==> config.mk <==
export PLATFORM = sky130hd
export DESIGN_NAME = stgt_queue
export DESIGN_NICKNAME = d
export VERILOG_FILES = /design/src/hw/rtl/serial_text_graphics_terminal_unit_defines.svh /design/src/hw/rtl/stgt_pkg.sv /design/src/hw/rtl/stgt_queue.sv
export SDC_FILE = /design/constraint.sdc
export NUM_CORES = 1
export LEC_CHECK = 0
export ABC_AREA = 1
export ABC_CLOCK_PERIOD_IN_PS = 2900
export BUFFER_PORTS_ARGS = -buffer_cell sky130_fd_sc_hd__buf_2
export CORE_MARGIN = 2
export CORE_UTILIZATION = 55
export DETAILED_ROUTE_END_ITERATION = 12
export PLACE_DENSITY = 0.86
export SLEW_MARGIN = 40
export SYNTH_ARGS = -nofsm -noshare
export SYNTH_HDL_FRONTEND = slang
export SYNTH_SLANG_ARGS = --single-unit
==> constraint.sdc <==
create_clock -name clk -period 2.9 [get_ports clk]
set_clock_uncertainty 0.1 [all_clocks]
set_input_delay 0.145 -clock clk [delete_from_list [all_inputs] [get_ports clk]]
set_output_delay 0.145 -clock clk [all_outputs]
set_load 0.01 [all_outputs]
==> src/hw/rtl/serial_text_graphics_terminal_unit_defines.svh <==
// Assertion macros used by the terminal unit top level
`ifndef SERIAL_TEXT_GRAPHICS_TERMINAL_UNIT_DEFINES_SVH
`define SERIAL_TEXT_GRAPHICS_TERMINAL_UNIT_DEFINES_SVH

// same-cycle implication, sampled on clk, off during reset
`define STGT_ASSERT_IMP(label, ante, cons) \
    label: assert property (@(posedge clk) disable iff (!rst_n) (ante) |-> (cons)) \
        else $error("stgt: same-cycle check failed");

// next-cycle implication, sampled on clk, off during reset
`define STGT_ASSERT_NXT(label, ante, cons) \
    label: assert property (@(posedge clk) disable iff (!rst_n) (ante) |=> (cons)) \
        else $error("stgt: next-cycle check failed");

`endif

==> src/hw/rtl/stgt_pkg.sv <==
// Shared constants, types and font table for the serial text terminal
package stgt_pkg;

    localparam int SCREEN_WIDTH  = 160;
    localparam int SCREEN_HEIGHT = 128;

    localparam int ROW_W      = $clog2(SCREEN_HEIGHT);
    localparam int CELL_W     = 6;
    localparam int IDX_W      = $clog2(CELL_W);
    localparam int LAST_CELL  = ((SCREEN_WIDTH - 12 + 5) / 6) * 6;
    localparam int TOP_ROW    = SCREEN_HEIGHT - 1;
    localparam int BOTTOM_ROW = (SCREEN_HEIGHT - 1) % 8;

    localparam int QUEUE_DEPTH = 4;
    localparam int QPTR_W      = $clog2(QUEUE_DEPTH);
    localparam int QCNT_W      = $clog2(QUEUE_DEPTH + 1);

    localparam logic [7:0] ESC_CODE   = 8'd124;
    localparam logic [7:0] BS_CODE    = 8'd8;
    localparam logic [7:0] CMD_CLEAR  = 8'd0;
    localparam logic [7:0] CMD_SETX   = 8'd24;
    localparam logic [7:0] CMD_SETY   = 8'd25;
    localparam logic [7:0] CMD_PIXEL  = 8'd16;
    localparam logic [7:0] CMD_LINE   = 8'd12;
    localparam logic [7:0] CMD_CIRCLE = 8'd3;

    localparam logic [2:0] KIND_COLUMN = 3'd0;
    localparam logic [2:0] KIND_PIXEL  = 3'd1;
    localparam logic [2:0] KIND_CLEAR  = 3'd2;
    localparam logic [2:0] KIND_LINE   = 3'd3;
    localparam logic [2:0] KIND_CIRCLE = 3'd4;

    typedef struct packed {
        logic       is_cell;
        logic       blank;
        logic [6:0] glyph;
        logic [2:0] kind;
        logic [7:0] pos_x;
        logic [7:0] pos_y;
        logic [7:0] end_x;
        logic [7:0] end_y;
        logic [7:0] row_enable;
        logic       draw_set;
    } job_t;

    typedef struct packed {
        logic              valid;
        logic              full;
        logic [QCNT_W-1:0] count;
    } queue_status_t;

    function automatic logic [2:0] args_needed(input logic [7:0] cmd);
        logic [2:0] n;
        n = 3'd0;
        if (cmd == CMD_SETX || cmd == CMD_SETY)
        begin
            n = 3'd1;
        end
        else if (cmd == CMD_PIXEL)
        begin
            n = 3'd3;
        end
        else if (cmd == CMD_CIRCLE)
        begin
            n = 3'd4;
        end
        else if (cmd == CMD_LINE)
        begin
            n = 3'd5;
        end
        return n;
    endfunction

    // five columns, first column in the top byte
    function automatic logic [39:0] font_glyph(input logic [6:0] idx);
        logic [39:0] g;
        case (idx)
            7'd0:  g = 40'h0000000000;
            7'd1:  g = 40'h00F6F60000;
            7'd2:  g = 40'h00E000E000;
            7'd3:  g = 40'h28FE28FE28;
            7'd4:  g = 40'h0064D65408;
            7'd5:  g = 40'hC2CC1026C6;
            7'd6:  g = 40'h4CB2926C0A;
            7'd7:  g = 40'h0000E00000;
            7'd8:  g = 40'h0038448200;
            7'd9:  g = 40'h0082443800;
            7'd10: g = 40'h8850F85088;
            7'd11: g = 40'h08083E0808;
            7'd12: g = 40'h0000050600;
            7'd13: g = 40'h0808080808;
            7'd14: g = 40'h0000060600;
            7'd15: g = 40'h020C106080;
            7'd16: g = 40'h7C8A92A27C;
            7'd17: g = 40'h0042FE0200;
            7'd18: g = 40'h42868A9262;
            7'd19: g = 40'h448292926C;
            7'd20: g = 40'h103050FE10;
            7'd21: g = 40'hE4A2A2A29C;
            7'd22: g = 40'h3C5292920C;
            7'd23: g = 40'h808698E080;
            7'd24: g = 40'h6C9292926C;
            7'd25: g = 40'h6092929478;
            7'd26: g = 40'h0000363600;
            7'd27: g = 40'h0000353600;
            7'd28: g = 40'h1028448200;
            7'd29: g = 40'h2828282828;
            7'd30: g = 40'h0082442810;
            7'd31: g = 40'h40808A9060;
            7'd32: g = 40'h7C82BABA62;
            7'd33: g = 40'h3E4888483E;
            7'd34: g = 40'hFE9292926C;
            7'd35: g = 40'h7C82828244;
            7'd36: g = 40'hFE8282827C;
            7'd37: g = 40'hFE92929282;
            7'd38: g = 40'hFE90909080;
            7'd39: g = 40'h7C82828A4E;
            7'd40: g = 40'hFE101010FE;
            7'd41: g = 40'h8282FE8282;
            7'd42: g = 40'h8482FC8080;
            7'd43: g = 40'hFE10284482;
            7'd44: g = 40'hFE02020202;
            7'd45: g = 40'hFE402040FE;
            7'd46: g = 40'hFE60100CFE;
            7'd47: g = 40'h7C8282827C;
            7'd48: g = 40'hFE90909060;
            7'd49: g = 40'h7C8282867E;
            7'd50: g = 40'hFE90989462;
            7'd51: g = 40'h649292924C;
            7'd52: g = 40'h8080FE8080;
            7'd53: g = 40'hFC020202FC;
            7'd54: g = 40'hF8040204F8;
            7'd55: g = 40'hFC020C02FC;
            7'd56: g = 40'hC6281028C6;
            7'd57: g = 40'hC0201E20C0;
            7'd58: g = 40'h868A92A2C2;
            7'd59: g = 40'h0000FE8200;
            7'd60: g = 40'h8060100C02;
            7'd61: g = 40'h0082FE0000;
            7'd62: g = 40'h2040804020;
            7'd63: g = 40'h0101010101;
            7'd64: g = 40'h8040200000;
            7'd65: g = 40'h042A2A2A1E;
            7'd66: g = 40'hFE1222221C;
            7'd67: g = 40'h1C22222214;
            7'd68: g = 40'h1C222212FE;
            7'd69: g = 40'h1C2A2A2A18;
            7'd70: g = 40'h107E908040;
            7'd71: g = 40'h182525251E;
            7'd72: g = 40'hFE1010100E;
            7'd73: g = 40'h00125E0200;
            7'd74: g = 40'h020101115E;
            7'd75: g = 40'hFE08081422;
            7'd76: g = 40'h0082FE0200;
            7'd77: g = 40'h3E201C201E;
            7'd78: g = 40'h3E2020201E;
            7'd79: g = 40'h1C2222221C;
            7'd80: g = 40'h3F24242418;
            7'd81: g = 40'h1824243F01;
            7'd82: g = 40'h3E10202010;
            7'd83: g = 40'h122A2A2A04;
            7'd84: g = 40'h00103C1204;
            7'd85: g = 40'h3C0202023E;
            7'd86: g = 40'h300C020C30;
            7'd87: g = 40'h3806180638;
            7'd88: g = 40'h2214081422;
            7'd89: g = 40'h380505053E;
            7'd90: g = 40'h22262A3222;
            7'd91: g = 40'h00106C8282;
            7'd92: g = 40'h0402FF0204;
            7'd93: g = 40'h82826C1000;
            7'd94: g = 40'h0810180810;
            default: g = 40'h0000000000;
        endcase
        return g;
    endfunction

endpackage

==> src/hw/rtl/stgt_queue.sv <==
// Short job queue between the parser and the result generator
module stgt_queue (
    input  logic                    clk,
    input  logic                    rst_n,
    input  logic                    push,
    input  stgt_pkg::job_t          push_job,
    input  logic                    pop,
    output stgt_pkg::job_t          head,
    output stgt_pkg::queue_status_t status
);

    stgt_pkg::job_t                   entry_mem [stgt_pkg::QUEUE_DEPTH];
    logic [stgt_pkg::QPTR_W-1:0]      wr_ptr_reg, wr_ptr_next;
    logic [stgt_pkg::QPTR_W-1:0]      rd_ptr_reg, rd_ptr_next;
    logic [stgt_pkg::QCNT_W-1:0]      count_reg, count_next;

    always_comb
    begin
        wr_ptr_next = wr_ptr_reg;
        rd_ptr_next = rd_ptr_reg;
        count_next  = count_reg;
        if (push)
        begin
            wr_ptr_next = wr_ptr_reg + stgt_pkg::QPTR_W'(1);
        end
        if (pop)
        begin
            rd_ptr_next = rd_ptr_reg + stgt_pkg::QPTR_W'(1);
        end
        if (push && !pop)
        begin
            count_next = count_reg + stgt_pkg::QCNT_W'(1);
        end
        else if (pop && !push)
        begin
            count_next = count_reg - stgt_pkg::QCNT_W'(1);
        end
    end

    always_ff @(posedge clk or negedge rst_n)
    begin
        if (!rst_n)
        begin
            wr_ptr_reg <= '0;
            rd_ptr_reg <= '0;
            count_reg  <= '0;
        end
        else
        begin
            wr_ptr_reg <= wr_ptr_next;
            rd_ptr_reg <= rd_ptr_next;
            count_reg  <= count_next;
        end
    end

    always_ff @(posedge clk)
    begin
        if (push)
        begin
            entry_mem[wr_ptr_reg] <= push_job;
        end
    end

    assign head         = entry_mem[rd_ptr_reg];
    assign status.valid = (count_reg != '0);
    assign status.full  = (count_reg == stgt_pkg::QCNT_W'(stgt_pkg::QUEUE_DEPTH));
    assign status.count = count_reg;

endmodule

Word-level counts from Yosys, hierarchy flattened
Memory sizes are Yosys's and may differ from the RTL's.
Index checks and enable logic that the tools add are counted.
{"block": "totals", "input_bits": 57, "elab_cells": 19, "mem_bits_rw": 212, "memories": 1, "ff_bits": 7, "out_inout_bits": 58}
{"memory": "entry_mem", "depth": 4, "word_bits": 53, "rd": 1, "rd_clocked_by_memory_dff": 0, "write_ports": 1, "line_no": "stgt_queue.sv:12", "text": "stgt_pkg::job_t entry_mem [stgt_pkg::QUEUE_DEPTH];"}
{"block": "classes", "n_addsub": 4, "n_reduce_logical": 6, "muxes": 4, "eq_ne": 1}
{"cell": "$mux W3", "count": 2}
{"cell": "$add A2 B1 Y2 const B", "count": 2}
{"cell": "$add A3 B1 Y3 const B", "count": 1}
{"cell": "$eq A3 B3 Y1 const B", "count": 1}
{"cell": "$reduce_bool A3 Y1", "count": 1}
{"cell": "$sub A3 B1 Y3 const B", "count": 1}
{"cell": "$logic_and A1 B1 Y1", "count": 2}
{"cell": "$logic_not A1 Y1", "count": 2}
{"cell": "$mux W1", "count": 2}
{"cell": "$reduce_bool A2 Y1", "count": 1}

Depth between registers and ports, before layout
Gate-level depths: netlist (run 1).
{"block": "logic_depth", "word_depth": 4, "depth_mapped": 9, "ltp_nobuf": 9}

Worst setup path after synthesis (run 1)
Ideal clock, no wire load.
{"block": "synth_timing", "kind": "reg-to-reg", "startpoint": "register wr_ptr_reg[0] (netlist bit)", "endpoint": "memory entry_mem[2][0] (netlist bit), enable pin", "required_ns": 2.393, "n_path_buf": 0, "setup_ns": 0.407, "t_arrival_ns": 1.703, "stages_incl_launch_ff": 5, "period_less_slack_ns": 2.210, "slack_ns": 0.690, "cell_sequence": "dfrtp_1 inv_1 ha_1 nand2_1 inv_1"}
{"item": "start: declaration", "line_no": "stgt_queue.sv:13", "text": "logic [stgt_pkg::QPTR_W-1:0] wr_ptr_reg, wr_ptr_next;"}
{"item": "start signal: assignment", "line_no": "stgt_queue.sv:50", "text": "wr_ptr_reg <= wr_ptr_next;"}
{"item": "end: declaration", "line_no": "stgt_queue.sv:12"}
No word-level cell before the write port.

==> metrics.yaml, run 1 <==
sta:
  setup-violations-final: 0
  timing.final.crit_share_pct: 87.1
  tightest_slew_ps: 726
  fmax_mhz: 396
  rsz0062_at_grt: "false"
  slew_headroom_pct: 51.6
  finalHoldViolations: 0
  fin_tns_setup_ps: 0
  holdWs_ps: 289
  maxSlewViolCount: 0
  layout_setup_ws_ps: 373
  period_needed_ps: 2530
detailed_routing:
  avgRoutedWirePerCell_um: 16.7
  avgViaCountPerCell: 5.17
  drcViolationCount: 0
  antenna_left: 0
  vias: 5567
  dr.pass1.iters: 5
  drt_iter0_drc: 435
  routed_wl_mm: 18.0
power:
  peakVddDrop_mv: 0.562
  design_power_total_mw: 11.0
  power_density_nw_per_um2: 987
  p_leak_nw: 4.57
finish:
  final_util_pct: 67.7
  final_cell_count_no_fill: 1076
  design_area_um2: 11200
  drive_above_1_share_pct: 26.1
  fillers: 1087
  multiInputGateArea_um2: 1880
  area_growth_pct: 21.6
  seqCellArea_um2: 6550
  largest_reg_flops: 212
  fin_nets: 902
setup_path:
  cp.arrival_ps: 2280
  worst-setup-path-type: "flop to output port"
  cp.depth: 4
  slowest_delay_ps: 700
  worstSetupStartpoint: "rd_ptr_reg[1]$_DFFE_PN0P_"
  cp_cell_sequence: "inv_4, o211ai_1, nand2_1, buf_2"
  timing.rr.start: "wr_ptr_reg[0]$_DFFE_PN0P_"
  critPathSlowestCell: "dfrtp_4"
  crit_path_start_kind: "flop"
  r2r_end: "entry_mem[2][12]$_DFFE_PP_"
  end_kind: "output port"
  worst_ep_required_time_ps: 2650
  crit_buf_inv: 2
  crit_family: "buffers and inverters"
  cp_max_fo: 54
  ff2ff_setup_slack_ps: 920
  ff2ff_path_depth: 5
die:
  coreArea_um2: 16500
  num_rows: 47
  fp.dieH_um: 133
  ios: 115
  initial_core_util_pct: 55.7
  die_x_um: 133
  dieArea_um2: 17700
global_route:
  grt_max_degree: 60
  antenna_found_initial: 1
  overflow: 0
  grt_pass1_wl_mm: 28.2
  grt_pass1_vias: 5552
  grt_usage_pct: 20.3
placed_design:
  io_buffers: 114
  gp_congestion: 0.728
  post-place-cells: 978
  post-place-ws_ps: 908
  dpl.hpwl_mm: 10.5
  post_dp_cell_area_um2: 9880
clock_tree:
  cts_buffer_depth: 3
  clkSlewWorstSetupHoldPaths_ps: 60
  cts.repair.resized: 0
  clk_latency_ps: 490
  h-tree-depth: 1
  hold_buffers: 57
  numClockSinks: 219
  numCtsBuffers: 22
  cts_setup_buffers: 0
  clock-root-buffer: "clkbuf_16"
  cts_tree: "yes"
synthesis:
  yosysTopAreaCell: "edfxtp_1"
  syn-cell-area_um2: 9170
  ys_seq_area_share_pct: 71.3
  syn_inst: 667
  yosys_warnings: 0
  synth.avg_cell_area_um2: 13.8
  synth-seq-cells: 219
  synth_top_area_share_pct: 69.4
  syn-num-nets: 730
  synth_cell_types: 21
  synth_area_leaders: "edfxtp_1 (69%), o211ai_2 (8.0%), nand2_1 (7.1%)"
run_status:
  outcome: "completed"
min_path:
  min_path_type: "primary input to flop"
  hold_depth: 2
  min_to: "entry_mem[0][38]$_DFFE_PP_"
  hp-start: "push_job[38]"
job:
  cap_violations: 0
power by group:
part / switching (mW) / total (mW) / internal, mW
clock network: 1.11 / 2.70 / 1.59
logic: 2.32 / 3.71 / 1.40
registers: 0.435 / 4.59 / 4.15
total: 3.86 / 11.0 / 7.14
synthesized netlist by cell type:
cell type / number
clkbuf_1: 1
fa_1: 1
ha_1: 5
buf_6: 18
o21ai_1: 1
buf_2: 15
nand4_1: 1
nor2_1: 1
xnor2_1: 1
nand2_1: 173
nor3_1: 1
o211ai_1: 47
buf_4: 1
inv_1: 117
inv_4: 1
dfrtp_1: 7
o211ai_2: 59
buf_8: 1
xor2_1: 3
nand3_1: 1
edfxtp_1: 212
cells by family after synthesis:
logic type                 Yosys count  synth area share [%]
xor gates and xnor gates             4                 0.382
adders and majority gates            6                 0.900
AOI/OAI and AO/OA                  107                  11.9
DFF                                219                  71.3
buffers and inverters              154                  8.17
and+or+nand+nor                    177                  7.30
routing by layer:
metal	vias up	track usage, %	part of all wire, %
li1	2652	-	-
met1	2665	27.5	42
met2	209	33.9	49
met3	41	3.08	6.3
met4	0	7.33	2.7
met5	-	0	0
area by class of cell:
class | instances | area share (%)
sequential | 219 | 58.7
clock inverter | 10 | 0.662
inverter | 118 | 3.99
antenna | 1 | 0.0224
tap | 220 | 2.47
multi-input combinational | 294 | 16.9
timing repair buffer | 184 | 11.7
clock buffer | 30 | 5.58
placed cells by master (no fill, tap or decap), types with 8 or more instances in the layout:
cell type,n
buf_2,114
o211ai_1,47
dlygate4sd3_1,57
clkbuf_16,23
nand2_1,173
o211ai_2,59
inv_1,113
edfxtp_1,212
buf_4,8
worst max path at each step:
stage | endpoint | slack, ps
final | head[6] | 370
after global routing | head[46] | 240
after CTS | head[34] | 370
after detailed placement | head[39] | 910
after global placement | head[16] | 920
after floorplan | entry_mem[2][0]$_DFFE_PP_ | 690
(Power assumes the default switching activity.)
==> inputs of run 2 (changes only) <==
PLACE_DENSITY = 0.74   (was 0.86)
==> metrics.yaml, run 2 (synthesis results as in run 1) <==
setup_path:
  cp_common_cell: "nand2_1"
  worst_ep_required_time_ps: 2650  # about the same
  worst-setup-path-type: "flop to output port"  # unchanged
  ff2ff_setup_slack_ps: 1120  # was 920 ps
  cp_cell_sequence: "buf_4, nand2_1, o211ai_1, nand2_1, buf_2"  # was inv_4, o211ai_1, nand2_1, buf_2
  crit_path_start_kind: "flop"  # unchanged
  slowest_delay_ps: 840  # was 700 ps
  cp.arrival_ps: 2250  # was 2280 ps
  critPathSlowestCell: "dfrtp_4"  # unchanged
  cp_max_fo: 56  # was 54
  end_kind: "output port"  # unchanged
finish:
  drive_above_1_share_pct: 26.7  # was 26.1%
  antenna_cells: 0  # was 1
  final_cell_mix: "edfxtp_1 (212), nand2_1 (173), buf_2 (114)"  # unchanged
  fillers: 1146  # was 1087
  layout_commonest_cell: "edfxtp_1"  # unchanged
  fin_nets: 902  # unchanged
  largest_reg_flops: 212  # unchanged
  final_cell_count_no_fill: 1075  # was 1076
  area_growth_pct: 21.5  # was 21.6%
clock_tree:
  h-tree-depth: 1  # unchanged
  numCtsBuffers: 22  # unchanged
  cts_buffer_depth: 3  # unchanged
  cts_setup_buffers: 0  # unchanged
  clkSlewWorstSetupHoldPaths_ps: 60  # about the same
  hold_buffers: 57  # unchanged
  cts.repair.resized: 0  # unchanged
  clock-root-buffer: "clkbuf_16"  # unchanged
  clk_latency_ps: 490  # about the same
  cts_tree: "yes"  # unchanged
  numClockSinks: 219  # unchanged
sta:
  fin_tns_setup_ps: 0  # unchanged
  finalHoldViolations: 0  # unchanged
  tightest_slew_ps: 716  # was 726 ps
  timing.final.crit_share_pct: 86.1  # was 87.1%
  period_needed_ps: 2500  # was 2530 ps
  holdWs_ps: 295  # was 289 ps
  maxSlewViolCount: 0  # unchanged
  setup-violations-final: 0  # unchanged
  fmax_mhz: 400  # was 396 MHz
  slew_headroom_pct: 52.3  # was 51.6%
  rsz0062_at_grt: "false"  # unchanged
placed_design:
  dpl.hpwl_mm: 10.4  # was 10.5 mm
  io_buffers: 114  # unchanged
  gp_congestion: 0.743  # was 0.728
  post-place-cells: 978  # unchanged
die:
  dieArea_um2: 17700  # unchanged
  coreArea_um2: 16500  # unchanged
  num_rows: 47  # unchanged
  die_x_um: 133  # unchanged
  initial_core_util_pct: 55.7  # unchanged
  fp.dieH_um: 133  # unchanged
  ios: 115  # unchanged
detailed_routing:
  antenna_left: 0  # unchanged
  drcViolationCount: 0  # unchanged
  drt_iter0_drc: 394  # was 435
  avgViaCountPerCell: 5.14  # was 5.17
  avgRoutedWirePerCell_um: 16.4  # was 16.7 um
  vias: 5523  # was 5567
  dr.pass1.iters: 6  # was 5
  routed_wl_mm: 17.7  # was 18.0 mm
job:
  cap_violations: 0  # unchanged
power:
  p_leak_nw: 4.59  # was 4.57 nW
  peakVddDrop_mv: 0.501  # was 0.562 mV
  power_density_nw_per_um2: 984  # was 987 nW/um2
  design_power_total_mw: 11.0  # about the same
global_route:
  grt_usage_pct: 20.0  # was 20.3%
  grt_pass1_wl_mm: 27.7  # was 28.2 mm
  antenna_found_initial: 1  # unchanged
  overflow: 0  # unchanged
  grt_max_degree: 57  # was 60
  grt_pass1_vias: 5627  # was 5552
min_path:
  min_path_type: "primary input to flop"  # unchanged
run_status:
  outcome: "completed"  # unchanged
-- run 2: changes by cell type in the layout (fill, tap and decap cells not counted) --
cell,delta
buf_12,-1
buf_4,+1
clkbuf_1,-3
clkinvlp_4,-1
bufinv_16,+1
diode_2,-1
clkbuf_8,-2
clkinv_1,-2
clkinv_2,+7
-- run 2: metal layers --
layer  part of all wire [%]  track usage (%)
met2                     51             35.0
met3                    4.5             3.39
met1                     42             25.7
met5                  0.040                0
met4                    2.4             6.74
-- run 2: area by class of cell --
cell class                      count  area (um2)  share of cell area [%]
Multi-Input combinational cell    294        1880                    16.9
Inverter                          118         445                    4.00
Timing Repair Buffer              184        1290                    11.6
Clock inverter                     15         124                    1.11
Clock buffer                       25         583                    5.23
Sequential cell                   219        6550                    58.7
Tap cell                          220         275                    2.47
-- run 2: worst paths after layout --
check                                           from                    endpoint  cells after the start
hold reg to reg             count_reg[2]$_DFFE_PN0P_    count_reg[2]$_DFFE_PN0P_                      2
max in group asynchronous                      rst_n   rd_ptr_reg[1]$_DFFE_PN0P_                      3
setup reg to reg           wr_ptr_reg[0]$_DFFE_PN0P_  entry_mem[0][26]$_DFFE_PP_                      5
hold / removal                          push_job[39]  entry_mem[0][39]$_DFFE_PP_                      2
min in group asynchronous                      rst_n    count_reg[2]$_DFFE_PN0P_                      3
setup / recovery           rd_ptr_reg[0]$_DFFE_PN0P_                     head[0]                      5
-- run 2: report_power, final --
| group | switching [mW] | total, mW | internal [mW] |
|---|---|---|---|
| logic | 2.38 | 3.75 | 1.38 |
| registers | 0.351 | 4.50 | 4.15 |
| clock network | 1.10 | 2.72 | 1.62 |
| total | 3.83 | 11.0 | 7.15 |
-- run 2: critical path, delay by kind of cell, from the launching register on --
family          cells  cell delay (ps)
compound gates      1              100
buf+inv             2              590
flops               1              840
simple gates        2              190
-- run 2: stage by stage --
step	area (um2)	utilization, %	worst slack (ps)
finish	11100	67.7	402
global route	11100	67.7	261
CTS	11100	67.7	372
detailed placement	9870	59.9	910
global placement	9870	59.9	986
floorplan	9170	-	690
==> inputs of run 3 (changes only) <==
CORE_UTILIZATION = 45   (was 55)
CTS_BUF_LIST = sky130_fd_sc_hd__clkbuf_4 sky130_fd_sc_hd__clkbuf_8   (was not set)
PLACE_DENSITY = 0.62   (was 0.74)
==> metrics.yaml, run 3 (synthesis results as in run 1) <==
detailed_routing:
  avgViaCountPerCell: 4.81  # was 5.14
  drt_iter0_drc: 309  # was 394
  antenna_left: 0  # unchanged
  avgRoutedWirePerCell_um: 15.6  # was 16.4 um
  vias: 5527  # was 5523
  drcViolationCount: 0  # unchanged
  dr.pass1.iters: 4  # was 6
  routed_wl_mm: 18.0  # was 17.7 mm
power:
  p_int_mw: 6.95  # was 7.15 mW
  power_frac_seq_pct: 42.3  # was 41.0%
  swShare_pct: 35.6  # was 34.9%
  power_density_nw_per_um2: 963  # was 984 nW/um2
  p_leak_nw: 4.60  # was 4.59 nW
  clkPwrFrac_pct: 23.5  # was 24.8%
  switchingPower_mw: 3.84  # was 3.83 mW
  p_comb_share_pct: 34.1  # was 34.2%
  peakVddDrop_mv: 0.512  # was 0.501 mV
die:
  die_x_um: 147  # was 133 um
  fp.dieH_um: 147  # was 133 um
  coreArea_um2: 20100  # was 16500 um2
  ios: 115  # unchanged
  initial_core_util_pct: 45.6  # was 55.7%
  dieArea_um2: 21500  # was 17700 um2
  num_rows: 52  # was 47
setup_path:
  worstSetupStartpoint: "rd_ptr_reg[1]$_DFFE_PN0P_"  # was rd_ptr_reg[0]$_DFFE_PN0P_
  crit_path_start_kind: "flop"  # unchanged
  ff2ff_path_depth: 5  # unchanged
  ff2ff_setup_slack_ps: 1020  # was 1120 ps
  worst_ep_required_time_ps: 2650  # about the same
  cp.arrival_ps: 2270  # was 2250 ps
  worst-setup-path-type: "flop to output port"  # unchanged
  end_kind: "output port"  # unchanged
  timing.rr.start: "wr_ptr_reg[0]$_DFFE_PN0P_"  # unchanged
  cp_max_fo: 28  # was 56
  r2r_end: "entry_mem[2][10]$_DFFE_PP_"  # was entry_mem[0][26]$_DFFE_PP_
finish:
  antenna_cells: 0  # unchanged
  area_growth_pct: 22.1  # was 21.5%
  layout_commonest_cell: "edfxtp_1"  # unchanged
  largest_reg_flops: 212  # unchanged
  drive_above_1_share_pct: 28.4  # was 26.7%
  design_area_um2: 11200  # was 11100 um2
  final_cell_mix: "edfxtp_1 (212), nand2_1 (173), buf_2 (114)"  # unchanged
  fin_nets: 915  # was 902
placed_design:
  gp_congestion: 0.713  # was 0.743
  io_buffers: 114  # unchanged
  dpl.hpwl_mm: 10.5  # was 10.4 mm
  post_dp_cell_area_um2: 9940  # was 9870 um2
clock_tree:
  cts.repair.resized: 0  # unchanged
  numCtsBuffers: 36  # was 22
  cts_tree: "yes"  # unchanged
  clock-root-buffer: "clkbuf_8"  # was clkbuf_16
  clkSlewWorstSetupHoldPaths_ps: 60  # about the same
  h-tree-depth: 2  # was 1
  clk_latency_ps: 490  # about the same
  numClockSinks: 219  # unchanged
  cts_buffer_depth: 3  # unchanged
sta:
  slew_headroom_pct: 54.1  # was 52.3%
  setup-violations-final: 0  # unchanged
  timing.final.crit_share_pct: 86.8  # was 86.1%
  maxSlewViolCount: 0  # unchanged
  tightest_slew_ps: 689  # was 716 ps
  fin_tns_setup_ps: 0  # unchanged
  finalHoldViolations: 0  # unchanged
  period_needed_ps: 2520  # was 2500 ps
  rsz0062_at_grt: "false"  # unchanged
  fmax_mhz: 397  # was 400 MHz
min_path:
  min_to: "entry_mem[2][19]$_DFFE_PP_"  # was entry_mem[0][39]$_DFFE_PP_
  hp-start: "push_job[19]"  # was push_job[39]
  hold_depth: 2  # unchanged
  min_path_type: "primary input to flop"  # unchanged
global_route:
  grt_usage_pct: 16.9  # was 20.0%
  grt_max_degree: 55  # was 57
  overflow: 0  # unchanged
  grt_pass1_vias: 5743  # was 5627
  grt_pass1_wl_mm: 28.8  # was 27.7 mm
  antenna_found_initial: 0  # was 1
run_status:
  outcome: "completed"  # unchanged
job:
  cap_violations: 0  # unchanged
run 3: per-layer routing:
metal | GRT usage (%) | share of wire (%)
met2 | 29.1 | 50
met5 | 0 | 0
met1 | 21.0 | 43
met3 | 3.98 | 4.8
met4 | 5.78 | 2.1
run 3: critical path, cell delays in order, from the launching register on:
cell      delay (ps)
dfrtp_4          760
buf_4            560
o211ai_2         170
nand2_1          120
buf_2            140
run 3: area by class of cell:
type                    instances  area (um2)
clock buffers                  54         637
clock inverters                11        51.3
multi-input cells             294        1880
fillers                      1686        8910
well taps                     270         338
flip-flops and latches        219        6550
inverters                     118         445
repair buffers                183        1290
run 3: worst max path at each step:
| stage | endpoint |
|---|---|
| 6_report | head[51] |
| 5_1_grt | head[42] |
| 4_1_cts | head[42] |
| 3_5_place_dp | head[42] |
| 3_3_place_gp | head[42] |
| 2_1_floorplan | entry_mem[2][0]$_DFFE_PP_ |
run 3: through the flow:
stage / power, mW / util (%) / std cells / setup slack [ps] / hold slack (ps)
detailed placement: 8.34 / 49.4 / 1027 / 858 / -108
finish: 10.8 / 55.7 / 1149 / 384 / 287
global placement: 8.22 / 49.4 / 1027 / 861 / -115
global route: 11.5 / 55.7 / 1149 / 189 / 264
CTS: 11.0 / 55.7 / 1149 / 302 / 249
floorplan: 7.18 / - / 667 / 690 / -251
run 3: power by group through the flow:
stage                     Combinational [mW]  Sequential (mW)  Clock [mW]
after global placement                  3.62             4.61           0
after CTS                               3.78             4.58        2.62
final                                   3.68             4.57        2.54
after global routing                    4.11             4.63        2.76
after detailed placement                3.70             4.64           0
after floorplan                         2.80             4.38           0
run 3: repair_timing:
item,in CTS,in global routing
buffers inserted,0,0
endpoints found under the hold margin,224,0
hold buffers,57,0
