===== src/hw/rtl/serial_text_graphics_terminal_unit_defines.svh =====
// Assertion macros used by the terminal unit top level
`ifndef SERIAL_TEXT_GRAPHICS_TERMINAL_UNIT_DEFINES_SVH
`define SERIAL_TEXT_GRAPHICS_TERMINAL_UNIT_DEFINES_SVH

// same-cycle implication, sampled on clk, off during reset
`define STGT_ASSERT_IMP(label, ante, cons) \
    label: assert property (@(posedge clk) disable iff (!rst_n) (ante) |-> (cons)) \
        else $error("stgt: same-cycle check failed");

// next-cycle implication, sampled on clk, off during reset
`define STGT_ASSERT_NXT(label, ante, cons) \
    label: assert property (@(posedge clk) disable iff (!rst_n) (ante) |=> (cons)) \
        else $error("stgt: next-cycle check failed");

`endif


===== src/hw/rtl/stgt_pkg.sv =====
// Shared constants, types and font table for the serial text terminal
package stgt_pkg;

    localparam int SCREEN_WIDTH  = 160;
    localparam int SCREEN_HEIGHT = 128;

    localparam int ROW_W      = $clog2(SCREEN_HEIGHT);
    localparam int CELL_W     = 6;
    localparam int IDX_W      = $clog2(CELL_W);
    localparam int LAST_CELL  = ((SCREEN_WIDTH - 12 + 5) / 6) * 6;
    localparam int TOP_ROW    = SCREEN_HEIGHT - 1;
    localparam int BOTTOM_ROW = (SCREEN_HEIGHT - 1) % 8;

    localparam int QUEUE_DEPTH = 4;
    localparam int QPTR_W      = $clog2(QUEUE_DEPTH);
    localparam int QCNT_W      = $clog2(QUEUE_DEPTH + 1);

    localparam logic [7:0] ESC_CODE   = 8'd124;
    localparam logic [7:0] BS_CODE    = 8'd8;
    localparam logic [7:0] CMD_CLEAR  = 8'd0;
    localparam logic [7:0] CMD_SETX   = 8'd24;
    localparam logic [7:0] CMD_SETY   = 8'd25;
    localparam logic [7:0] CMD_PIXEL  = 8'd16;
    localparam logic [7:0] CMD_LINE   = 8'd12;
    localparam logic [7:0] CMD_CIRCLE = 8'd3;

    localparam logic [2:0] KIND_COLUMN = 3'd0;
    localparam logic [2:0] KIND_PIXEL  = 3'd1;
    localparam logic [2:0] KIND_CLEAR  = 3'd2;
    localparam logic [2:0] KIND_LINE   = 3'd3;
    localparam logic [2:0] KIND_CIRCLE = 3'd4;

    typedef struct packed {
        logic       is_cell;
        logic       blank;
        logic [6:0] glyph;
        logic [2:0] kind;
        logic [7:0] pos_x;
        logic [7:0] pos_y;
        logic [7:0] end_x;
        logic [7:0] end_y;
        logic [7:0] row_enable;
        logic       draw_set;
    } job_t;

    typedef struct packed {
        logic              valid;
        logic              full;
        logic [QCNT_W-1:0] count;
    } queue_status_t;

    function automatic logic [2:0] args_needed(input logic [7:0] cmd);
        logic [2:0] n;
        n = 3'd0;
        if (cmd == CMD_SETX || cmd == CMD_SETY)
        begin
            n = 3'd1;
        end
        else if (cmd == CMD_PIXEL)
        begin
            n = 3'd3;
        end
        else if (cmd == CMD_CIRCLE)
        begin
            n = 3'd4;
        end
        else if (cmd == CMD_LINE)
        begin
            n = 3'd5;
        end
        return n;
    endfunction

    // five columns, first column in the top byte
    function automatic logic [39:0] font_glyph(input logic [6:0] idx);
        logic [39:0] g;
        case (idx)
            7'd0:  g = 40'h0000000000;
            7'd1:  g = 40'h00F6F60000;
            7'd2:  g = 40'h00E000E000;
            7'd3:  g = 40'h28FE28FE28;
            7'd4:  g = 40'h0064D65408;
            7'd5:  g = 40'hC2CC1026C6;
            7'd6:  g = 40'h4CB2926C0A;
            7'd7:  g = 40'h0000E00000;
            7'd8:  g = 40'h0038448200;
            7'd9:  g = 40'h0082443800;
            7'd10: g = 40'h8850F85088;
            7'd11: g = 40'h08083E0808;
            7'd12: g = 40'h0000050600;
            7'd13: g = 40'h0808080808;
            7'd14: g = 40'h0000060600;
            7'd15: g = 40'h020C106080;
            7'd16: g = 40'h7C8A92A27C;
            7'd17: g = 40'h0042FE0200;
            7'd18: g = 40'h42868A9262;
            7'd19: g = 40'h448292926C;
            7'd20: g = 40'h103050FE10;
            7'd21: g = 40'hE4A2A2A29C;
            7'd22: g = 40'h3C5292920C;
            7'd23: g = 40'h808698E080;
            7'd24: g = 40'h6C9292926C;
            7'd25: g = 40'h6092929478;
            7'd26: g = 40'h0000363600;
            7'd27: g = 40'h0000353600;
            7'd28: g = 40'h1028448200;
            7'd29: g = 40'h2828282828;
            7'd30: g = 40'h0082442810;
            7'd31: g = 40'h40808A9060;
            7'd32: g = 40'h7C82BABA62;
            7'd33: g = 40'h3E4888483E;
            7'd34: g = 40'hFE9292926C;
            7'd35: g = 40'h7C82828244;
            7'd36: g = 40'hFE8282827C;
            7'd37: g = 40'hFE92929282;
            7'd38: g = 40'hFE90909080;
            7'd39: g = 40'h7C82828A4E;
            7'd40: g = 40'hFE101010FE;
            7'd41: g = 40'h8282FE8282;
            7'd42: g = 40'h8482FC8080;
            7'd43: g = 40'hFE10284482;
            7'd44: g = 40'hFE02020202;
            7'd45: g = 40'hFE402040FE;
            7'd46: g = 40'hFE60100CFE;
            7'd47: g = 40'h7C8282827C;
            7'd48: g = 40'hFE90909060;
            7'd49: g = 40'h7C8282867E;
            7'd50: g = 40'hFE90989462;
            7'd51: g = 40'h649292924C;
            7'd52: g = 40'h8080FE8080;
            7'd53: g = 40'hFC020202FC;
            7'd54: g = 40'hF8040204F8;
            7'd55: g = 40'hFC020C02FC;
            7'd56: g = 40'hC6281028C6;
            7'd57: g = 40'hC0201E20C0;
            7'd58: g = 40'h868A92A2C2;
            7'd59: g = 40'h0000FE8200;
            7'd60: g = 40'h8060100C02;
            7'd61: g = 40'h0082FE0000;
            7'd62: g = 40'h2040804020;
            7'd63: g = 40'h0101010101;
            7'd64: g = 40'h8040200000;
            7'd65: g = 40'h042A2A2A1E;
            7'd66: g = 40'hFE1222221C;
            7'd67: g = 40'h1C22222214;
            7'd68: g = 40'h1C222212FE;
            7'd69: g = 40'h1C2A2A2A18;
            7'd70: g = 40'h107E908040;
            7'd71: g = 40'h182525251E;
            7'd72: g = 40'hFE1010100E;
            7'd73: g = 40'h00125E0200;
            7'd74: g = 40'h020101115E;
            7'd75: g = 40'hFE08081422;
            7'd76: g = 40'h0082FE0200;
            7'd77: g = 40'h3E201C201E;
            7'd78: g = 40'h3E2020201E;
            7'd79: g = 40'h1C2222221C;
            7'd80: g = 40'h3F24242418;
            7'd81: g = 40'h1824243F01;
            7'd82: g = 40'h3E10202010;
            7'd83: g = 40'h122A2A2A04;
            7'd84: g = 40'h00103C1204;
            7'd85: g = 40'h3C0202023E;
            7'd86: g = 40'h300C020C30;
            7'd87: g = 40'h3806180638;
            7'd88: g = 40'h2214081422;
            7'd89: g = 40'h380505053E;
            7'd90: g = 40'h22262A3222;
            7'd91: g = 40'h00106C8282;
            7'd92: g = 40'h0402FF0204;
            7'd93: g = 40'h82826C1000;
            7'd94: g = 40'h0810180810;
            default: g = 40'h0000000000;
        endcase
        return g;
    endfunction

endpackage


===== src/hw/rtl/stgt_front.sv =====
// Byte parser and cursor keeper: turns received bytes into drawing jobs
module stgt_front (
    input  logic              clk,
    input  logic              rst_n,
    input  logic              in_valid,
    input  logic [7:0]        rx_byte,
    input  logic              queue_full,
    output logic              push,
    output stgt_pkg::job_t    push_job
);

    typedef enum logic [1:0] {PH_IDLE, PH_CMD, PH_ARGS} phase_t;

    phase_t                       phase_reg, phase_next;
    logic [7:0]                   cursor_col_reg, cursor_col_next;
    logic [stgt_pkg::ROW_W-1:0]   cursor_row_reg, cursor_row_next;
    logic [4:0]                   pending_reg, pending_next;
    logic [2:0]                   arg_count_reg, arg_count_next;
    logic [7:0]                   arg_mem [4];

    logic                         accept;
    logic                         arg_we;
    logic [1:0]                   arg_wa;
    logic [8:0]                   col_far;
    logic [7:0]                   adv_col;
    logic [stgt_pkg::ROW_W-1:0]   adv_row;
    logic [7:0]                   bs_col;
    logic [stgt_pkg::ROW_W-1:0]   bs_row;
    logic [7:0]                   glyph_off;
    logic [2:0]                   need;
    logic                         draw_flag;
    stgt_pkg::job_t               job;

    function automatic logic [7:0] row_mask(input logic [stgt_pkg::ROW_W-1:0] row);
        logic [7:0] m;
        m = '0;
        for (int k = 0; k < 8; k++)
        begin
            if (8'(row) >= 8'(k))
            begin
                m[7-k] = 1'b1;
            end
        end
        return m;
    endfunction

    assign accept    = in_valid && !queue_full;
    assign glyph_off = rx_byte - 8'd32;
    assign need      = stgt_pkg::args_needed({3'b000, pending_reg});
    assign draw_flag = (rx_byte != 8'd0);

    // cursor after a printed cell
    always_comb
    begin
        col_far = 9'(cursor_col_reg) + 9'(2 * stgt_pkg::CELL_W);
        if (col_far > 9'(stgt_pkg::SCREEN_WIDTH - 1))
        begin
            adv_col = 8'd0;
            if (cursor_row_reg <= stgt_pkg::ROW_W'(7))
            begin
                adv_row = stgt_pkg::ROW_W'(stgt_pkg::TOP_ROW);
            end
            else
            begin
                adv_row = cursor_row_reg - stgt_pkg::ROW_W'(8);
            end
        end
        else
        begin
            adv_col = cursor_col_reg + 8'(stgt_pkg::CELL_W);
            adv_row = cursor_row_reg;
        end
    end

    // cursor after a backspace
    always_comb
    begin
        if (cursor_col_reg <= 8'd5)
        begin
            bs_col = 8'(stgt_pkg::LAST_CELL);
            if (8'(cursor_row_reg) >= 8'(stgt_pkg::SCREEN_HEIGHT - 8))
            begin
                bs_row = stgt_pkg::ROW_W'(stgt_pkg::BOTTOM_ROW);
            end
            else
            begin
                bs_row = cursor_row_reg + stgt_pkg::ROW_W'(8);
            end
        end
        else
        begin
            bs_col = cursor_col_reg - 8'(stgt_pkg::CELL_W);
            bs_row = cursor_row_reg;
        end
    end

    always_comb
    begin
        phase_next      = phase_reg;
        cursor_col_next = cursor_col_reg;
        cursor_row_next = cursor_row_reg;
        pending_next    = pending_reg;
        arg_count_next  = arg_count_reg;
        arg_we          = 1'b0;
        arg_wa          = arg_count_reg[1:0];
        push            = 1'b0;
        job             = '0;

        if (accept)
        begin
            case (phase_reg)
                PH_IDLE:
                begin
                    if (rx_byte == stgt_pkg::BS_CODE)
                    begin
                        cursor_col_next = bs_col;
                        cursor_row_next = bs_row;
                        push            = 1'b1;
                        job.is_cell     = 1'b1;
                        job.blank       = 1'b1;
                        job.kind        = stgt_pkg::KIND_COLUMN;
                        job.pos_x       = bs_col;
                        job.pos_y       = 8'(bs_row);
                        job.row_enable  = row_mask(bs_row);
                    end
                    else if (rx_byte == stgt_pkg::ESC_CODE)
                    begin
                        phase_next = PH_CMD;
                    end
                    else
                    begin
                        cursor_col_next = adv_col;
                        cursor_row_next = adv_row;
                        push            = 1'b1;
                        job.is_cell     = 1'b1;
                        job.blank       = (rx_byte < 8'd32) || (rx_byte > 8'd126);
                        job.glyph       = glyph_off[6:0];
                        job.kind        = stgt_pkg::KIND_COLUMN;
                        job.pos_x       = cursor_col_reg;
                        job.pos_y       = 8'(cursor_row_reg);
                        job.row_enable  = row_mask(cursor_row_reg);
                    end
                end
                PH_CMD:
                begin
                    phase_next = PH_IDLE;
                    if (rx_byte == stgt_pkg::CMD_CLEAR)
                    begin
                        cursor_col_next = 8'd0;
                        cursor_row_next = stgt_pkg::ROW_W'(stgt_pkg::TOP_ROW);
                        push            = 1'b1;
                        job.kind        = stgt_pkg::KIND_CLEAR;
                    end
                    else if (stgt_pkg::args_needed(rx_byte) != 3'd0)
                    begin
                        pending_next   = rx_byte[4:0];
                        arg_count_next = 3'd0;
                        phase_next     = PH_ARGS;
                    end
                end
                PH_ARGS:
                begin
                    if (need == 3'd0)
                    begin
                        phase_next = PH_IDLE;
                    end
                    else if ({1'b0, arg_count_reg} + 4'd1 < {1'b0, need})
                    begin
                        arg_we         = 1'b1;
                        arg_count_next = arg_count_reg + 3'd1;
                    end
                    else
                    begin
                        phase_next     = PH_IDLE;
                        arg_count_next = 3'd0;
                        case ({3'b000, pending_reg})
                            stgt_pkg::CMD_SETX:
                            begin
                                if (rx_byte > 8'(stgt_pkg::SCREEN_WIDTH - 1))
                                begin
                                    cursor_col_next = 8'(stgt_pkg::SCREEN_WIDTH - 1);
                                end
                                else
                                begin
                                    cursor_col_next = rx_byte;
                                end
                            end
                            stgt_pkg::CMD_SETY:
                            begin
                                if (rx_byte > 8'(stgt_pkg::TOP_ROW))
                                begin
                                    cursor_row_next = stgt_pkg::ROW_W'(stgt_pkg::TOP_ROW);
                                end
                                else
                                begin
                                    cursor_row_next = rx_byte[stgt_pkg::ROW_W-1:0];
                                end
                            end
                            stgt_pkg::CMD_PIXEL:
                            begin
                                push         = 1'b1;
                                job.kind     = stgt_pkg::KIND_PIXEL;
                                job.pos_x    = arg_mem[0];
                                job.pos_y    = arg_mem[1];
                                job.draw_set = draw_flag;
                                if (arg_mem[0] <= 8'(stgt_pkg::SCREEN_WIDTH - 1)
                                    && arg_mem[1] <= 8'(stgt_pkg::TOP_ROW))
                                begin
                                    job.row_enable = 8'h80;
                                end
                            end
                            stgt_pkg::CMD_CIRCLE:
                            begin
                                push         = 1'b1;
                                job.kind     = stgt_pkg::KIND_CIRCLE;
                                job.pos_x    = arg_mem[0];
                                job.pos_y    = arg_mem[1];
                                job.end_y    = arg_mem[2];
                                job.draw_set = draw_flag;
                            end
                            default:
                            begin
                                push         = 1'b1;
                                job.kind     = stgt_pkg::KIND_LINE;
                                job.pos_x    = arg_mem[0];
                                job.pos_y    = arg_mem[1];
                                job.end_x    = arg_mem[2];
                                job.end_y    = arg_mem[3];
                                job.draw_set = draw_flag;
                            end
                        endcase
                    end
                end
                default:
                begin
                    phase_next = PH_IDLE;
                end
            endcase
        end
    end

    assign push_job = job;

    always_ff @(posedge clk or negedge rst_n)
    begin
        if (!rst_n)
        begin
            phase_reg      <= PH_IDLE;
            cursor_col_reg <= 8'd0;
            cursor_row_reg <= stgt_pkg::ROW_W'(stgt_pkg::TOP_ROW);
            pending_reg    <= 5'd0;
            arg_count_reg  <= 3'd0;
        end
        else
        begin
            phase_reg      <= phase_next;
            cursor_col_reg <= cursor_col_next;
            cursor_row_reg <= cursor_row_next;
            pending_reg    <= pending_next;
            arg_count_reg  <= arg_count_next;
        end
    end

    always_ff @(posedge clk)
    begin
        if (arg_we)
        begin
            arg_mem[arg_wa] <= rx_byte;
        end
    end

endmodule


===== config.mk =====
export PLATFORM = sky130hd
export DESIGN_NAME = stgt_front
export DESIGN_NICKNAME = d
export VERILOG_FILES = /design/src/hw/rtl/serial_text_graphics_terminal_unit_defines.svh /design/src/hw/rtl/stgt_pkg.sv /design/src/hw/rtl/stgt_front.sv
export SDC_FILE = /design/constraint.sdc
export NUM_CORES = 1
export LEC_CHECK = 0
export BUFFER_PORTS_ARGS = -buffer_cell sky130_fd_sc_hd__buf_2
export CAP_MARGIN = 40
export CORE_MARGIN = 3
export CORE_UTILIZATION = 29
export CTS_BUF_LIST = sky130_fd_sc_hd__clkbuf_4 sky130_fd_sc_hd__clkbuf_8 sky130_fd_sc_hd__clkbuf_16
export DETAILED_ROUTE_END_ITERATION = 12
export PLACE_DENSITY = 0.51
export SYNTH_ARGS = -nofsm -noshare
export SYNTH_HDL_FRONTEND = slang
export SYNTH_SLANG_ARGS = --single-unit

===== constraint.sdc =====
create_clock -name clk -period 3.05 [get_ports clk]
set_input_delay 0.1525 -clock clk [delete_from_list [all_inputs] [get_ports clk]]
set_output_delay 0.1525 -clock clk [all_outputs]
set_load 0.01 [all_outputs]

### Word-level counts from Yosys, hierarchy flattened

Memories as Yosys holds them, arrays and structs flattened.
Cells that the tools add are included.

* output and inout bits: 54
* memories: 1
* word-level logic and storage cells: 182
* register bits after elaboration: 25
* bits of input ports: 12
* bits in writable memories: 32

* equality and inequality tests: 26
* bitwise gates (word level): 1
* mux-type cells: 95
* $lt $le $gt $ge: 25
* add/sub/neg operators: 8
* reductions and logical operators: 21

Memories
* arg_mem: words 4, width 8, read ports 4, clocked after memory_dff 0, write ports 1, RTL line stgt_front.sv:19 `logic [7:0] arg_mem [4];`

Operators by type and width (number)
* 2-to-1 mux 8 bit: 14
* 2-to-1 mux 44 bit: 2
* 2-to-1 mux 7 bit: 12
* one-hot mux 19 bit (3 select lines): 1
* >= comparator 7 x 3 -> 1 bit, second input constant: 8
* 2-to-1 mux 53 bit: 1
* 2-to-1 mux 3 bit: 15
* one-hot mux 16 bit (2 select lines): 1
* one-hot mux 8 bit (2 select lines): 2
* 2-to-1 mux 1 bit: 29
* >= comparator 7 x 2 -> 1 bit, second input constant: 4
* 2-to-1 mux 28 bit: 1
* == test 8 x 5 -> 1 bit, second input constant: 3
* one-hot mux 8 bit (3 select lines): 1
* one-hot mux 7 bit (3 select lines): 1
* 2-to-1 mux 19 bit: 1
* != test 2 bit, second input constant: 9
* == test 8 x 4 -> 1 bit, second input constant: 2
* > comparator 8 x 7 -> 1 bit, second input constant: 2
* 2-to-1 mux 16 bit: 1
* 2-to-1 mux 2 bit: 8
* == test 5 bit, second input constant: 3
* >= comparator 7 x 1 -> 1 bit, second input constant: 2
* adder 8 x 4 -> 9 bit, second input constant: 1
* other kinds (45): 52

### Longest topological paths before layout

Gate-level depths: netlist of the first run.

* depth after elaboration: 12
* depth in mapped cells: 14

### Worst setup path after synthesis of the first run

Ideal clock, no wire load.

* path kind: flip-flop to flip-flop
* start: reg pending_reg[3]
* end: mem arg_mem[3][0] (enable)
* setup time: 332 ps
* path slack: 198 ps
* arrival time: 2521 ps
* cell stages (with the launch flop): 11
* cell sequence: dfrtp_1 > nor2_1 > a31oi_1 > or2_2 > ha_1 > nor2_1 > or4b_1 > o21ai_1 > nand2_1 > nor3_1 > and2_1

* longest elaborated chain between the ends: 12

RTL lines
* from (decl): RTL line stgt_front.sv:17 `logic [4:0] pending_reg, pending_next;`
* from (signal assigned): RTL line stgt_front.sv:259 `pending_reg <= pending_next;`
* == test 5 x 4 -> 1 bit: RTL line stgt_pkg.sv:67 `else if (cmd == CMD_LINE)`
* 2-to-1 mux 3 bit: RTL line stgt_pkg.sv:67
* 2-to-1 mux 3 bit: RTL line stgt_pkg.sv:63 `else if (cmd == CMD_CIRCLE)`
* 2-to-1 mux 3 bit: RTL line stgt_pkg.sv:59 `else if (cmd == CMD_PIXEL)`
* 2-to-1 mux 3 bit *: RTL line stgt_pkg.sv:55 `if (cmd == CMD_SETX || cmd == CMD_SETY)`
* < comparator 4 x 3 -> 1 bit: RTL line stgt_front.sv:167 `else if ({1'b0, arg_count_reg} + 4'd1 < {1'b0, need})`
* 2-to-1 mux 1 bit: RTL line stgt_front.sv:167
* 2-to-1 mux 1 bit *: RTL line stgt_front.sv:163 `if (need == 3'd0)`
* 2-to-1 mux 1 bit *: RTL line stgt_front.sv:111 `case (phase_reg)`
* 2-to-1 mux 1 bit *: RTL line stgt_front.sv:109 `if (accept)`
* 2-to-1 mux 1 bit *: RTL line stgt_front.sv:266 `if (arg_we)`
* 2-to-1 mux 1 bit (implied by the code) *: RTL line stgt_front.sv:268 `arg_mem[arg_wa] <= rx_byte;`
* to (decl): RTL line stgt_front.sv:19

Every way passes the cells marked *; elsewhere a longest branch is shown, timed or not.

==> results.json, run 1 <==
{
  "path_max_fanout": 6,
  "hold_path.class": "primary input to flip-flop",
  "syn-mean-instance-area_um2": 8.29,
  "largest_reg_flops": 32,
  "synth_fa_ha_area_frac": 0.0611,
  "final_util": 0.382,
  "overflow": 0,
  "peakVddDrop_uv": 316,
  "drtIter0Drc": 538,
  "power.density_mw_per_mm2": 669,
  "synth_area_leader_cell": "edfxtp_1",
  "cp.arrival_ps": 2970,
  "grt_pass1_wl_um": 24500,
  "final-hold-violation-count": 0,
  "cts_buffers": 9,
  "r2r_start": "pending_reg[2]",
  "hp-start": "rx_byte[1]",
  "synth_edf_count": 32,
  "synth_seq_cells": 57,
  "fin_tns_setup_ps": -645,
  "syn_area_mm2": 0.00450,
  "dp_hpwl_um": 11400,
  "synth_compound_gate_area_share": 0.241,
  "first_pass_iters": 5,
  "status": "finished with violations",
  "boundaryPins": 66,
  "fin_ws_ps": -68.4,
  "finalMaxSlewViolations": 0,
  "post_drt_wl_per_cell_um": 19.5,
  "synth-simple-area-share": 0.252,
  "diodes": 0,
  "tightest_slew_ps": 731,
  "synth_ff_type": "edfxtp_1",
  "netlist_instances": 543,
  "critPathCaptureType": "primary output",
  "floorplan.initialDensity": 0.303,
  "finalSetupViolations": 19,
  "stdcell_count": 810,
  "fp-row-count": 44,
  "routed_via_density": 5.77,
  "drc": 0,
  "clkTransAtPathRegs_ps": 60,
  "path_class": "flip-flop to primary output",
  "max_freq_mhz": 321,
  "clockBufferDepth": 2,
  "synthesis.nets": 577,
  "cp.required_ps": 2900,
  "seq_area_frac_synth": 0.354,
  "clk_latency_ps": 330,
  "fill_cells": 1481,
  "vias": 4674,
  "synth_xor_area_frac": 0.0117,
  "fin_nets": 655,
  "syn_to_final_growth_pct": 26.3,
  "port-buffer-count": 65,
  "post-place-ws_ps": -85.2,
  "core_area_mm2": 0.0149,
  "synth.area.mux_share": 0.0267,
  "rsz0062_at_grt": "true",
  "grt_use_total": 0.184,
  "min_period_over_period": 1.02,
  "fp.dieW_um": 131,
  "worstSetupStartpointType": "flip-flop",
  "placed_cells": 780,
  "async_reset_ff_frac": 0.439,
  "crit_start": "pending_reg[2]",
  "drive_gt1_frac": 0.286,
  "clock-sinks": 57,
  "violations": "negative setup slack",
  "antenna_found_initial": 0,
  "die_h_um": 131,
  "synth_top_family_by_area": "simple AND/OR/NAND/NOR gates",
  "synth_top_area_frac": 0.213,
  "cts_root_buf": "clkbuf_16",
  "yosys_warnings": 0,
  "ant_nets": 0,
  "power_leakage_nw": 2.36,
  "cts_max_level": 3,
  "ys_top_cells_by_area": "edfxtp_1 (21%), dfrtp_1 (10%), ha_1 (6.1%)",
  "synth_cell_types": 71,
  "wl_um": 15800,
  "die-area_mm2": 0.0171,
  "cts_tree": "yes",
  "maxCapViolations": 0,
  "grt_pass1_vias": 4372,
  "fin_crit_ps": 3120,
  "gp_congestion": 0.907,
  "relSlewSlack": 0.507,
  "whs_ps": 200,
  "grt_max_degree": 26,
  "finalClockSkew_ps": 9.99
}
[synthesized netlist by cell type, types with 10 or more instances]
cell type	instances
clkbuf_1	20
nor2_1	60
o21ai_0	49
buf_2	13
a22oi_1	16
and3_1	11
ha_1	22
and2_1	18
dfrtp_1	18
edfxtp_1	32
a21oi_1	36
nand2_1	50
nand3_1	17
a31oi_1	10
nor3_1	17
inv_1	21
[routing by layer]
layer / vias up / share of wire / global-route usage
li1: 2167 / - / -
met1: 2275 / 0.46 / 0.263
met2: 210 / 0.45 / 0.286
met3: 22 / 0.076 / 0.0378
met4: 0 / 0.014 / 0.0423
met5: - / 0 / 0
[power by group]
| part | leakage, nW | switching (mW) | internal, mW |
|---|---|---|---|
| clock | 0.153 | 0.397 | 0.722 |
| sequential | 0.586 | 0.221 | 0.934 |
| combinational | 1.62 | 0.913 | 0.614 |
| total | 2.36 | 1.53 | 2.27 |
[worst paths after layout]
kind                               endpoint  slack, ps  cells past startpoint
hold reg to reg                phase_reg[0]        560                      1
setup / recovery               push_job[40]        -70                     13
setup reg to reg              arg_mem[1][4]        160                     11
max in group asynchronous      phase_reg[0]       2240                      2
hold / removal               pending_reg[1]        200                      3
min in group asynchronous  arg_count_reg[0]        390                      2
[cells by family (layout without fill, tap and decap cells)]
| family | after synthesis | after routing |
|---|---|---|
| and+or+nand+nor | 220 | 222 |
| AOI/OAI and AO/OA | 170 | 170 |
| DFF | 57 | 57 |
| buffers and inverters | 57 | 138 |
| adders and majority gates | 22 | 22 |
| muxes | 11 | 11 |
| xor gates and xnor gates | 6 | 6 |
[placed cells by master (no fill, tap or decap), drive strengths merged, types with 5 or more instances in the layout]
cell type	instances
nand2	50
nand3	17
inv	23
clkbuf	9
and3	11
a22oi	16
buf	99
nor4	5
o211ai	5
ha	22
dfstp	7
nor3	17
edfxtp	32
dfrtp	18
o21ai	54
o21a	5
and2	20
nor2	62
a31oi	11
a21oi	36
mux2	8
o22ai	5
[critical path, cell delays in order (launching register included)]
cell,delay [ps]
dfrtp_1,440
nand2_2,90
nor3_2,110
a31oi_1,60
or2_4,240
ha_4,160
nor2_1,70
or4b_4,460
o211ai_1,310
nor2_4,90
and2_4,210
a22oi_2,160
nor2_1,80
buf_2,140
[through the flow]
step                      total power [mW]  instance area (um^2)
after floorplan                       2.15                  4500
after global placement                2.60                  5080
after detailed placement              2.59                  5080
after CTS                             3.75                  5630
after global routing                  4.03                  5690
final                                 3.80                  5690
[timing repair]
action	in CTS	in global routing
setup buffers	11	0
pin swaps	20	12
gates cloned	2	0
endpoints found under the hold margin	18	0
setup endpoints to repair	36	77
hold buffers	1	0
resized for setup	31	16
[layout make-up]
class,count,area (um^2),share of cell area
Clock buffer,9,225,0.0396
Sequential cell,57,1600,0.281
Multi-Input combinational cell,431,2850,0.501
Clock inverter,7,101,0.0178
Tap cell,184,230,0.0405
Timing Repair Buffer,100,603,0.106
Inverter,22,82.6,0.0145
Note: power is estimated with default switching activity, not from simulation.
==> run 2, diff against run 1 <==
--- a/config.mk
+++ b/config.mk
@@ -11,7 +11,7 @@
 export CORE_UTILIZATION = 29
 export CTS_BUF_LIST = sky130_fd_sc_hd__clkbuf_4 sky130_fd_sc_hd__clkbuf_8 sky130_fd_sc_hd__clkbuf_16
 export DETAILED_ROUTE_END_ITERATION = 12
-export PLACE_DENSITY = 0.51
+export PLACE_DENSITY = 0.59
 export SYNTH_ARGS = -nofsm -noshare
 export SYNTH_HDL_FRONTEND = slang
 export SYNTH_SLANG_ARGS = --single-unit
==> results.json, run 2 (synthesis results as in run 1) <==
{
  "status": "finished with violations",
  "violations": "negative setup slack",
  "critPathCaptureType": "primary output",
  "hold_path.class": "primary input to flip-flop",
  "path_max_fanout": 6,
  "design_area_mm2": 0.00560,
  "wl_um": 16000,
  "cts_root_buf": "clkbuf_16",
  "fin_nets": 656,
  "vias": 4705,
  "overflow": 0,
  "floorplan.initialDensity": 0.303,
  "cts_max_level": 3,
  "cts_tree": "yes",
  "boundaryPins": 66,
  "relSlewSlack": 0.394,
  "grt_pass1_wl_um": 24500,
  "largest_reg_flops": 32,
  "first_pass_iters": 5,
  "placed_area_mm2": 0.00509,
  "diodes": 0,
  "fp-row-count": 44,
  "path_class": "flip-flop to primary output",
  "antenna_found_initial": 0,
  "drive_gt1_frac": 0.275,
  "finalSetupViolations": 18,
  "rsz0062_at_grt": "true",
  "ant_nets": 0,
  "grt_pass1_vias": 4316,
  "syn_to_final_growth_pct": 24.3,
  "cp.required_ps": 2900,
  "die_h_um": 131,
  "clock-sinks": 57,
  "grt_max_degree": 26,
  "finalMaxSlewViolations": 0,
  "fill_cells": 1504,
  "drtIter0Drc": 397,
  "power_leakage_nw": 2.34,
  "power.density_mw_per_mm2": 647,
  "cts_buffers": 9,
  "fin_ws_ps": -56.0,
  "clockBufferDepth": 2,
  "post-place-ws_ps": -120,
  "fin_crit_ps": 3110,
  "routed_via_density": 5.81,
  "gp_congestion": 0.970,
  "finalClockSkew_ps": 8.59,
  "tightest_slew_ps": 904,
  "min_period_over_period": 1.02,
  "drc": 0,
  "post_drt_wl_per_cell_um": 19.8,
  "fp.dieW_um": 131,
  "final_cell_mix": "buf_2 (64), nor2_1 (58), nand2_1 (47), o21ai_0 (46), a21oi_1 (35)",
  "peakVddDrop_uv": 312,
  "final-hold-violation-count": 0,
  "die-area_mm2": 0.0171,
  "layout_commonest_cell": "buf_2",
  "clkTransAtPathRegs_ps": 60,
  "core_area_mm2": 0.0149,
  "cp.arrival_ps": 2950,
  "dp_hpwl_um": 11200,
  "worstSetupStartpointType": "flip-flop",
  "grt_use_total": 0.187,
  "maxCapViolations": 0,
  "clk_latency_ps": 340,
  "port-buffer-count": 65,
  "max_freq_mhz": 322
}
==> run 2: final timing paths <==
path | slack, ps | startpoint | depth (start not counted) | endpoint
worst max register to register | 190 | arg_count_reg[0] | 9 | arg_mem[1][4]
worst min register to register | 570 | phase_reg[1] | 1 | phase_reg[1]
min in group asynchronous | 380 | rst_n | 2 | cursor_col_reg[2]
max in group asynchronous | 2210 | rst_n | 2 | pending_reg[3]
worst max-delay path | -60 | arg_count_reg[0] | 11 | push_job[37]
worst min-delay path | 190 | rx_byte[7] | 1 | arg_mem[0][7]
==> run 2: per-stage QoR <==
step                TNS [ps]  utilization  hold slack (ps)  instances  total power, mW
floorplan                  0            -             -143        543             2.15
global placement           0        0.342              206        781             2.57
detailed placement      -867        0.343              201        782             2.59
CTS                     -264        0.373              159        808             3.60
global route           -4380        0.377              165        810             3.85
finish                  -391        0.377              189        810             3.62
==> run 2: repair_timing <==
item	CTS	global route
hold buffers	1	0
pin swaps	12	8
endpoints found under the hold margin	18	0
gates cloned	2	0
buffers inserted	8	2
resized for setup	23	15
setup endpoints to repair	52	61
==> run 2: area by class of cell <==
class	instances	area [um^2]	share of cell area
Tap cell	184	230	0.0411
Clock buffer	9	225	0.0402
Inverter	22	82.6	0.0148
Timing Repair Buffer	101	608	0.109
Sequential cell	57	1600	0.285
Multi-Input combinational cell	431	2800	0.499
Clock inverter	6	60.1	0.0107
==> run 2: per-layer routing <==
metal / wire length (um) / part of all wire / vias up / track usage
li1: - / - / 2167 / -
met1: 7130 / 0.45 / 2303 / 0.254
met2: 7310 / 0.46 / 209 / 0.295
met3: 1260 / 0.078 / 26 / 0.0484
met4: 313 / 0.020 / 0 / 0.0508
met5: 0 / 0 / - / 0
==> run 2: worst max-delay path, cell delays in order (launching register included) <==
cell      delay [ps]
dfrtp_1          410
ha_1             270
xor2_1           190
ha_4             190
nor2_1            70
or4b_4           470
o211ai_1         270
nor2_2           130
and2_4           220
a22oi_2          190
nor2_1            70
buf_2            140
==> run 2: power breakdown <==
| part | switching (mW) | internal, mW |
|---|---|---|
| combinational | 0.888 | 0.592 |
| clock | 0.365 | 0.622 |
| sequential | 0.221 | 0.935 |
| total | 1.47 | 2.15 |
